$ cat config.mk
export PLATFORM = sky130hd
export DESIGN_NAME = fdt_structure_token_parser
export DESIGN_NICKNAME = d
export VERILOG_FILES = /design/src/rtl/fdtp_pkg.sv /design/src/rtl/fdtp_byte_lane.sv /design/src/rtl/fdtp_ctrl.sv /design/src/rtl/fdt_structure_token_parser.sv
export SDC_FILE = /design/constraint.sdc
export NUM_CORES = 1
export LEC_CHECK = 0
export ABC_AREA = 1
export BUFFER_PORTS_ARGS = -buffer_cell sky130_fd_sc_hd__buf_4
export CELL_PAD_IN_SITES_DETAIL_PLACEMENT = 1
export CELL_PAD_IN_SITES_GLOBAL_PLACEMENT = 1
export CORE_ASPECT_RATIO = 1.5
export CORE_MARGIN = 3
export CORE_UTILIZATION = 49
export CTS_CLUSTER_DIAMETER = 100
export DETAILED_ROUTE_END_ITERATION = 8
export HOLD_SLACK_MARGIN = 0.06
export MAX_ROUTING_LAYER = met4
export PLACE_DENSITY_LB_ADDON = 0.1
export SYNTH_ARGS = -nofsm -noshare
export SYNTH_HDL_FRONTEND = slang
export SYNTH_SLANG_ARGS = --single-unit
$ cat constraint.sdc
create_clock -name clk -period 5.6 [get_ports clk]
set_input_delay 0.28 -clock clk [delete_from_list [all_inputs] [get_ports clk]]
set_output_delay 0.28 -clock clk [all_outputs]
set_load 0.03 [all_outputs]
$ cat src/rtl/fdtp_pkg.sv
// Package holding the token codes, element kinds, phases and shared types of the structure parser.
package fdtp_pkg;

    localparam int MAX_DEPTH_DEFAULT = 64;
    localparam int NUM_LANES = 4;

    localparam logic [31:0] TOKEN_BEGIN_NODE = 32'h0000_0001;
    localparam logic [31:0] TOKEN_END_NODE   = 32'h0000_0002;
    localparam logic [31:0] TOKEN_PROP       = 32'h0000_0003;
    localparam logic [31:0] TOKEN_NOP        = 32'h0000_0004;
    localparam logic [31:0] TOKEN_END        = 32'h0000_0009;

    localparam logic [7:0] PRINT_LOW  = 8'h20;
    localparam logic [7:0] PRINT_HIGH = 8'h7E;

    typedef enum logic [3:0] {
        KIND_BEGIN    = 4'd0,
        KIND_NAME     = 4'd1,
        KIND_END_NODE = 4'd2,
        KIND_PROP     = 4'd3,
        KIND_LENGTH   = 4'd4,
        KIND_NAME_OFF = 4'd5,
        KIND_DATA     = 4'd6,
        KIND_NOP      = 4'd7,
        KIND_END      = 4'd8,
        KIND_INVALID  = 4'd9,
        KIND_IGNORED  = 4'd10
    } kind_t;

    typedef enum logic [2:0] {
        PH_TOKEN,
        PH_NAME,
        PH_LEN,
        PH_NAMEOFF,
        PH_DATA,
        PH_DONE,
        PH_STOP
    } phase_t;

    typedef enum logic [1:0] {
        PTYPE_NIL    = 2'd0,
        PTYPE_STRING = 2'd1,
        PTYPE_U32    = 2'd2,
        PTYPE_BYTES  = 2'd3
    } ptype_t;

    typedef struct packed {
        logic is_zero;
        logic printable;
        logic bad;
    } lane_t;

    typedef struct packed {
        kind_t       kind;
        logic [31:0] payload;
        logic [2:0]  valid_bytes;
        logic [6:0]  depth;
        logic        name_end;
        ptype_t      prop_type;
        logic        prop_type_valid;
        logic        depth_error;
        logic        truncated;
    } result_t;

endpackage

$ cat src/rtl/fdtp_byte_lane.sv
// One byte lane: classifies a single byte of the word as zero, printable or otherwise.
module fdtp_byte_lane (
    input  logic          [7:0] byte_val,
    input  logic                count_en,
    output fdtp_pkg::lane_t     lane
);
    import fdtp_pkg::*;

    logic is_print;

    assign is_print       = (byte_val >= PRINT_LOW) && (byte_val <= PRINT_HIGH);
    assign lane.is_zero   = (byte_val == 8'h00);
    assign lane.printable = count_en && is_print;
    assign lane.bad       = count_en && !is_print && (byte_val != 8'h00);

endmodule

$ cat src/rtl/fdtp_ctrl.sv
// Token sequencer: holds the parse state, runs the byte lanes and merges their findings into a result.
module fdtp_ctrl #(
    parameter int MAX_DEPTH = fdtp_pkg::MAX_DEPTH_DEFAULT
) (
    input  logic              clk,
    input  logic              rst_n,
    input  logic              accept,
    input  logic       [31:0] word,
    input  logic              last_word,
    output fdtp_pkg::result_t result
);
    import fdtp_pkg::*;

    localparam logic [6:0] MaxDepth7 = 7'(MAX_DEPTH);

    phase_t      phase_reg, phase_next;
    logic [6:0]  nesting_reg, nesting_next;
    logic [31:0] bytes_left_reg, bytes_left_next;
    logic [31:0] value_length_reg, value_length_next;
    logic        saw_print_reg, saw_print_next;
    logic        saw_bad_reg, saw_bad_next;
    logic        first_zero_reg, first_zero_next;

    lane_t       lanes [NUM_LANES];
    logic [NUM_LANES-1:0] lane_en;
    logic        full_word;
    logic [2:0]  data_count;
    logic [1:0]  last_idx;
    logic        any_print;
    logic        any_bad;
    logic        fz_upd;
    logic        sp_upd;
    logic        sb_upd;
    logic        open_after;

    assign full_word  = (bytes_left_reg > 32'd4);
    assign data_count = full_word ? 3'd4 : bytes_left_reg[2:0];
    assign last_idx   = 2'(data_count - 3'd1);

    genvar g;
    generate
        for (g = 0; g < NUM_LANES; g++) begin : g_lane
            assign lane_en[g] = full_word || (3'(g + 1) < data_count);
            fdtp_byte_lane u_lane (
                .byte_val (word[31 - 8*g -: 8]),
                .count_en (lane_en[g]),
                .lane     (lanes[g])
            );
        end
    endgenerate

    always_comb
    begin
        any_print = 1'b0;
        any_bad   = 1'b0;
        for (int i = 0; i < NUM_LANES; i++)
        begin
            any_print = any_print | lanes[i].printable;
            any_bad   = any_bad | lanes[i].bad;
        end
    end

    assign fz_upd = first_zero_reg
                    | ((bytes_left_reg == value_length_reg) && lanes[0].is_zero);
    assign sp_upd = saw_print_reg | any_print;
    assign sb_upd = saw_bad_reg | any_bad;

    always_comb
    begin
        phase_next        = phase_reg;
        nesting_next      = nesting_reg;
        bytes_left_next   = bytes_left_reg;
        value_length_next = value_length_reg;
        saw_print_next    = saw_print_reg;
        saw_bad_next      = saw_bad_reg;
        first_zero_next   = first_zero_reg;
        open_after        = 1'b0;

        result                 = '0;
        result.kind            = KIND_IGNORED;
        result.payload         = word;
        result.valid_bytes     = 3'd4;
        result.prop_type       = PTYPE_NIL;

        unique case (phase_reg)
            PH_TOKEN:
            begin
                unique case (word)
                    TOKEN_BEGIN_NODE:
                    begin
                        result.kind = KIND_BEGIN;
                        if (nesting_reg >= MaxDepth7)
                        begin
                            nesting_next       = MaxDepth7;
                            result.depth_error = 1'b1;
                        end
                        else
                        begin
                            nesting_next = nesting_reg + 7'd1;
                        end
                        phase_next = PH_NAME;
                        open_after = 1'b1;
                    end
                    TOKEN_END_NODE:
                    begin
                        result.kind = KIND_END_NODE;
                        if (nesting_reg == 7'd0)
                            result.depth_error = 1'b1;
                        else
                            nesting_next = nesting_reg - 7'd1;
                    end
                    TOKEN_PROP:
                    begin
                        result.kind = KIND_PROP;
                        phase_next  = PH_LEN;
                        open_after  = 1'b1;
                    end
                    TOKEN_NOP:
                    begin
                        result.kind = KIND_NOP;
                    end
                    TOKEN_END:
                    begin
                        result.kind = KIND_END;
                        phase_next  = PH_DONE;
                    end
                    default:
                    begin
                        result.kind = KIND_INVALID;
                        phase_next  = PH_STOP;
                    end
                endcase
            end
            PH_NAME:
            begin
                result.kind = KIND_NAME;
                for (int i = NUM_LANES - 1; i >= 0; i--)
                begin
                    if (lanes[i].is_zero)
                    begin
                        result.valid_bytes = 3'(i);
                        result.name_end    = 1'b1;
                    end
                end
                if (result.name_end)
                    phase_next = PH_TOKEN;
                else
                    open_after = 1'b1;
            end
            PH_LEN:
            begin
                result.kind       = KIND_LENGTH;
                value_length_next = word;
                bytes_left_next   = word;
                saw_print_next    = 1'b0;
                saw_bad_next      = 1'b0;
                first_zero_next   = 1'b0;
                phase_next        = PH_NAMEOFF;
                open_after        = 1'b1;
            end
            PH_NAMEOFF:
            begin
                result.kind = KIND_NAME_OFF;
                if (value_length_reg == 32'd0)
                begin
                    result.prop_type_valid = 1'b1;
                    result.prop_type       = PTYPE_NIL;
                    phase_next             = PH_TOKEN;
                end
                else
                begin
                    phase_next = PH_DATA;
                    open_after = 1'b1;
                end
            end
            PH_DATA:
            begin
                result.kind        = KIND_DATA;
                result.valid_bytes = data_count;
                first_zero_next    = fz_upd;
                saw_print_next     = sp_upd;
                saw_bad_next       = sb_upd;
                if (full_word)
                begin
                    bytes_left_next = bytes_left_reg - 32'd4;
                    open_after      = 1'b1;
                end
                else
                begin
                    result.prop_type_valid = 1'b1;
                    if ((value_length_reg == 32'd0)
                        || ((value_length_reg == 32'd1) && fz_upd))
                        result.prop_type = PTYPE_NIL;
                    else if (lanes[last_idx].is_zero && !sb_upd && sp_upd)
                        result.prop_type = PTYPE_STRING;
                    else if (value_length_reg[1:0] == 2'd0)
                        result.prop_type = PTYPE_U32;
                    else
                        result.prop_type = PTYPE_BYTES;
                    bytes_left_next = 32'd0;
                    phase_next      = PH_TOKEN;
                end
            end
            PH_DONE:
            begin
                result.valid_bytes = 3'd0;
            end
            default:
            begin
                result.valid_bytes = 3'd0;
                phase_next         = PH_STOP;
            end
        endcase

        result.depth = nesting_next;

        if (last_word && (phase_next != PH_STOP))
        begin
            result.truncated  = open_after;
            phase_next        = PH_TOKEN;
            nesting_next      = 7'd0;
            bytes_left_next   = 32'd0;
            value_length_next = 32'd0;
            saw_print_next    = 1'b0;
            saw_bad_next      = 1'b0;
            first_zero_next   = 1'b0;
        end
    end

    always_ff @(posedge clk or negedge rst_n)
    begin
        if (!rst_n)
        begin
            phase_reg        <= PH_TOKEN;
            nesting_reg      <= 7'd0;
            bytes_left_reg   <= 32'd0;
            value_length_reg <= 32'd0;
            saw_print_reg    <= 1'b0;
            saw_bad_reg      <= 1'b0;
            first_zero_reg   <= 1'b0;
        end
        else if (accept)
        begin
            phase_reg        <= phase_next;
            nesting_reg      <= nesting_next;
            bytes_left_reg   <= bytes_left_next;
            value_length_reg <= value_length_next;
            saw_print_reg    <= saw_print_next;
            saw_bad_reg      <= saw_bad_next;
            first_zero_reg   <= first_zero_next;
        end
    end

endmodule

$ cat src/rtl/fdt_structure_token_parser.sv
// Top level of the devicetree structure-block token parser with its output skid buffer.
//
// Usage: the structure block enters one 32-bit word per request on the word channel
// (word, last_word, word_valid, word_ready). Each word yields exactly one result request
// on the result channel (element_kind, payload, valid_bytes, depth, name_end, prop_type,
// prop_type_valid, depth_error, truncated, result_valid, result_ready).
// Each result is registered in the output register, or in the skid register on a stall.
// Throughput is one word per cycle while word_ready is high; four byte lanes inspect the
// bytes of a word together and the sequencer merges their findings in the same cycle.
// An output register backed by a one-entry skid register separates the channels, so a new
// word is taken while a result waits; word_ready falls only when both are full.
// When the receiver stalls, results are held in order and none is dropped.
// Reset clears the parse state (expect a token, depth zero) and empties both registers.
// A word flagged last_word ends the block and returns the parser to its reset state,
// except after an invalid token, which stops the parser until the next reset.
module fdt_structure_token_parser #(
    parameter int MAX_DEPTH = fdtp_pkg::MAX_DEPTH_DEFAULT
) (
    input  logic        clk,
    input  logic        rst_n,
    input  logic        word_valid,
    output logic        word_ready,
    input  logic [31:0] word,
    input  logic        last_word,
    output logic        result_valid,
    input  logic        result_ready,
    output logic [3:0]  element_kind,
    output logic [31:0] payload,
    output logic [2:0]  valid_bytes,
    output logic [6:0]  depth,
    output logic        name_end,
    output logic [1:0]  prop_type,
    output logic        prop_type_valid,
    output logic        depth_error,
    output logic        truncated
);
    import fdtp_pkg::*;

    logic    accept;
    result_t new_result;
    result_t main_reg, main_next;
    result_t skid_reg, skid_next;
    logic    main_valid_reg, main_valid_next;
    logic    skid_valid_reg, skid_valid_next;

    assign word_ready = !skid_valid_reg;
    assign accept     = word_valid && word_ready;

    fdtp_ctrl #(
        .MAX_DEPTH (MAX_DEPTH)
    ) u_ctrl (
        .clk       (clk),
        .rst_n     (rst_n),
        .accept    (accept),
        .word      (word),
        .last_word (last_word),
        .result    (new_result)
    );

    always_comb
    begin
        main_next       = main_reg;
        skid_next       = skid_reg;
        main_valid_next = main_valid_reg;
        skid_valid_next = skid_valid_reg;
        if (accept)
        begin
            if (main_valid_reg && !result_ready)
            begin
                skid_next       = new_result;
                skid_valid_next = 1'b1;
            end
            else
            begin
                main_next       = new_result;
                main_valid_next = 1'b1;
            end
        end
        else if (main_valid_reg && result_ready)
        begin
            if (skid_valid_reg)
            begin
                main_next       = skid_reg;
                skid_valid_next = 1'b0;
            end
            else
            begin
                main_valid_next = 1'b0;
            end
        end
    end

    always_ff @(posedge clk or negedge rst_n)
    begin
        if (!rst_n)
        begin
            main_valid_reg <= 1'b0;
            skid_valid_reg <= 1'b0;
        end
        else
        begin
            main_valid_reg <= main_valid_next;
            skid_valid_reg <= skid_valid_next;
        end
    end

    always_ff @(posedge clk)
    begin
        main_reg <= main_next;
        skid_reg <= skid_next;
    end

    assign result_valid    = main_valid_reg;
    assign element_kind    = main_reg.kind;
    assign payload         = main_reg.payload;
    assign valid_bytes     = main_reg.valid_bytes;
    assign depth           = main_reg.depth;
    assign name_end        = main_reg.name_end;
    assign prop_type       = main_reg.prop_type;
    assign prop_type_valid = main_reg.prop_type_valid;
    assign depth_error     = main_reg.depth_error;
    assign truncated       = main_reg.truncated;

endmodule
==> metrics <==
cell taking the most area after synthesis=edfxtp_1; pre-CTS WS=1.87 ns; actual slew at the worst max-slew pin=0.900 ns; Total Power=6.38 mW; port buffer count=90; Synth warnings=0; CTS tree=done; DR vias/cell=5.62; CP endpoint kind=register; power density over the cells=about 540 nW/um^2; I/O pin cnt=91; top_reg_cell synth=edfxtp_1; DR WL/cell=around 19 um; Die Footprint=22900 um^2; Remaining DRCs=0; Final Skew=0.0120 ns; dominant cells by area after synthesis=edfxtp_1 30%, dfrtp_1 19%, nand2_1 15%; Startpoint Class=input port; Die H=184 um; final setup fails=0; final hold viol count=0; grt total ovfl=0; WP data arrival=around 4.2 ns; CTS Buf Count=17; RSZ-0062 raised after global routing=false; total clock sinks=roughly 180; FF+latch count, synth=183; number of synthesized flops with an enable pin=104; largest fanout on the critical path=71; layout cell share with drive strength beyond 1=0.157; synthesized instance count=1271; syn_nets=1313; drt pass-1 iters=5; first-pass GRT wire length=about 52 mm; initial antenna violation count=0; fraction of registers with async set or reset after synthesis=0.432; GRT Total Usage=0.295; max-cap violation count=0; vias after detailed routing=9242; fin crit share=0.698; status=complete, no violations; global placement routability congestion=0.898; largest net degree at the start of global routing=80; WP data required=5.90 ns; critical path's slowest cell=dlygate4sd3_1; relative max-transition margin=0.400; Syn Area/Cell=around 8.1 um^2; Post-CTS Setup Bufs=0; synthesized area=10300 um^2; final hold slack=0.0744 ns; peak supply drop=244 uV; Final #Nets=1409; fillers=between 2k and 3k; Yosys top cell area share=0.303; # diodes=0; final worst slack=1.69 ns; H-Tree Depth=4; commonest non-fill, non-tap cell in the layout=nand2_1; vias in the first global route=10.1k; Bufs on Longest Clock Path=2; Sum Neg Setup Slack=0 ns; Crit Path Class=input port to register; Die Wd=approximately 120 um; cells along the critical path=dlygate4sd3_1, buf_4, nor2_1, nand2_1, nor2_2, nand2_1, nor2_1, nor2_1, nand3_1, nand2_1, nand2_1, nand2_1, nand2_2, nand2_4, nand2_2, nand2_4, nand2_1, o21ai_2; Leak=approximately 5.5 nW; max-slew violations=0; hpwl dp=~22 mm; core area=20500 um^2; Max stage delay on crit path=0.54 ns; routed wire length=31.8 mm; clock-pin slew on the worst setup and hold paths=0.07 ns; Routed Antenna Nets=0; Max Fclk=0.256 GHz; Area Overhead vs Synth=15.5%; initial core utilization=0.503; worst hold-check path type=input port to register; DRT iter0 DRCs=479; max reg flops=52; row count=64; Distinct cells, synth=38; Clock Latency Late Sink=around 0.45 ns; most frequent cells in the layout=402 x nand2_1, 148 x nor2_1, 124 x inv_1; register area share after synthesis=0.495; Layout Cells excl Fill=~1.6k; Top cell by count, worst path=nand2_1; root buf cell=clkbuf_16; post-route minimum period=3.91 ns; DP Cell Count=around 1.6k
==> layout make-up <==
| type | instances | area (um^2) | share of cell area |
|---|---|---|---|
| timing repair buffer | 120 | 953 | 0.0801 |
| sequential | 183 | 5100 | 0.428 |
| multi-input combinational | 916 | 4460 | 0.374 |
| clock inverter | 11 | 124 | 0.0104 |
| clock buffer | 21 | 460 | 0.0387 |
| inverter | 129 | 484 | 0.0407 |
| tap | 264 | 330 | 0.0277 |
==> worst paths after layout <==
path,from,to,slack (ns),depth (start not counted)
max,word[24],u_ctrl.bytes_left_reg[21]$_DFFE_PN0P_,1.69,18
min reg2reg,u_ctrl.saw_print_reg$_DFFE_PN0P_,u_ctrl.saw_print_reg$_DFFE_PN0P_,0.48,2
min in group asynchronous,rst_n,u_ctrl.nesting_reg[5]$_DFFE_PN0P_,0.32,2
max in group asynchronous,rst_n,u_ctrl.bytes_left_reg[26]$_DFFE_PN0P_,4.14,3
max reg2reg,u_ctrl.phase_reg[1]$_DFFE_PN0P_,u_ctrl.bytes_left_reg[21]$_DFFE_PN0P_,1.82,15
min,word[6],skid_reg[22]$_DFFE_PP_,0.07,1
==> critical path, delay by kind of cell <==
kind,cells,cell delay [ns]
AO/OA/AOI/OAI,1,0.07
buffers and inverters,2,0.69
AND/OR/NAND/NOR,15,3.07
==> cells by family after synthesis <==
group	after synthesis	synth area share
flip-flops	183	0.495
AND/OR/NAND/NOR	677	0.273
XOR/XNOR	35	0.0297
adder cells (fa/ha/maj)	5	0.00607
buffers and inverters	172	0.0740
AO/OA/AOI/OAI	199	0.122
==> report_power, final <==
group | leakage (nW) | switching [mW] | internal [mW]
Combinational | 3.18 | 2.00 | 0.893
Clock | 0.280 | 0.542 | 0.682
Sequential | 2.01 | 0.352 | 1.92
Total | 5.47 | 2.89 | 3.50
==> synthesized netlist by cell type (2+ instances only) <==
| library cell | number |
|---|---|
| a21oi_1 | 52 |
| a31oi_1 | 11 |
| buf_1 | 2 |
| buf_2 | 10 |
| buf_6 | 14 |
| clkbuf_1 | 17 |
| dfrtp_1 | 79 |
| edfxtp_1 | 104 |
| ha_1 | 5 |
| inv_1 | 125 |
| inv_2 | 3 |
| nand2_1 | 403 |
| nand2_2 | 3 |
| nand2_4 | 3 |
| nand3_1 | 54 |
| nand4_1 | 25 |
| nor2_1 | 149 |
| nor2_2 | 8 |
| nor2_4 | 2 |
| nor3_1 | 18 |
| nor4_1 | 3 |
| o211ai_1 | 2 |
| o21ai_0 | 55 |
| o21ai_1 | 8 |
| o21ai_2 | 58 |
| o22ai_1 | 9 |
| or2_2 | 5 |
| xnor2_1 | 7 |
| xor2_1 | 28 |
==> layer usage <==
metal	wire [um]	global-route usage	vias up	part of all wire
met5	0	-	-	0
met4	1370	0.133	0	0.043
met3	808	0.0395	87	0.025
met2	17400	0.541	194	0.55
met1	12300	0.317	4631	0.39
li1	-	-	4330	-
==> metrics by stage <==
stage,utilization,area [um^2]
after floorplan,-,10300
after global placement,0.542,11100
after detailed placement,0.542,11100
after CTS,0.581,11900
after global routing,0.581,11900
final,0.581,11900
==> what timing repair did <==
item | CTS | global route
resized for setup | 0 | 0
endpoints found under the hold margin | 43 | 0
endpoints found under the setup margin | 0 | 0
hold buffers | 21 | 0
Power figures use the tool's default switching activity.
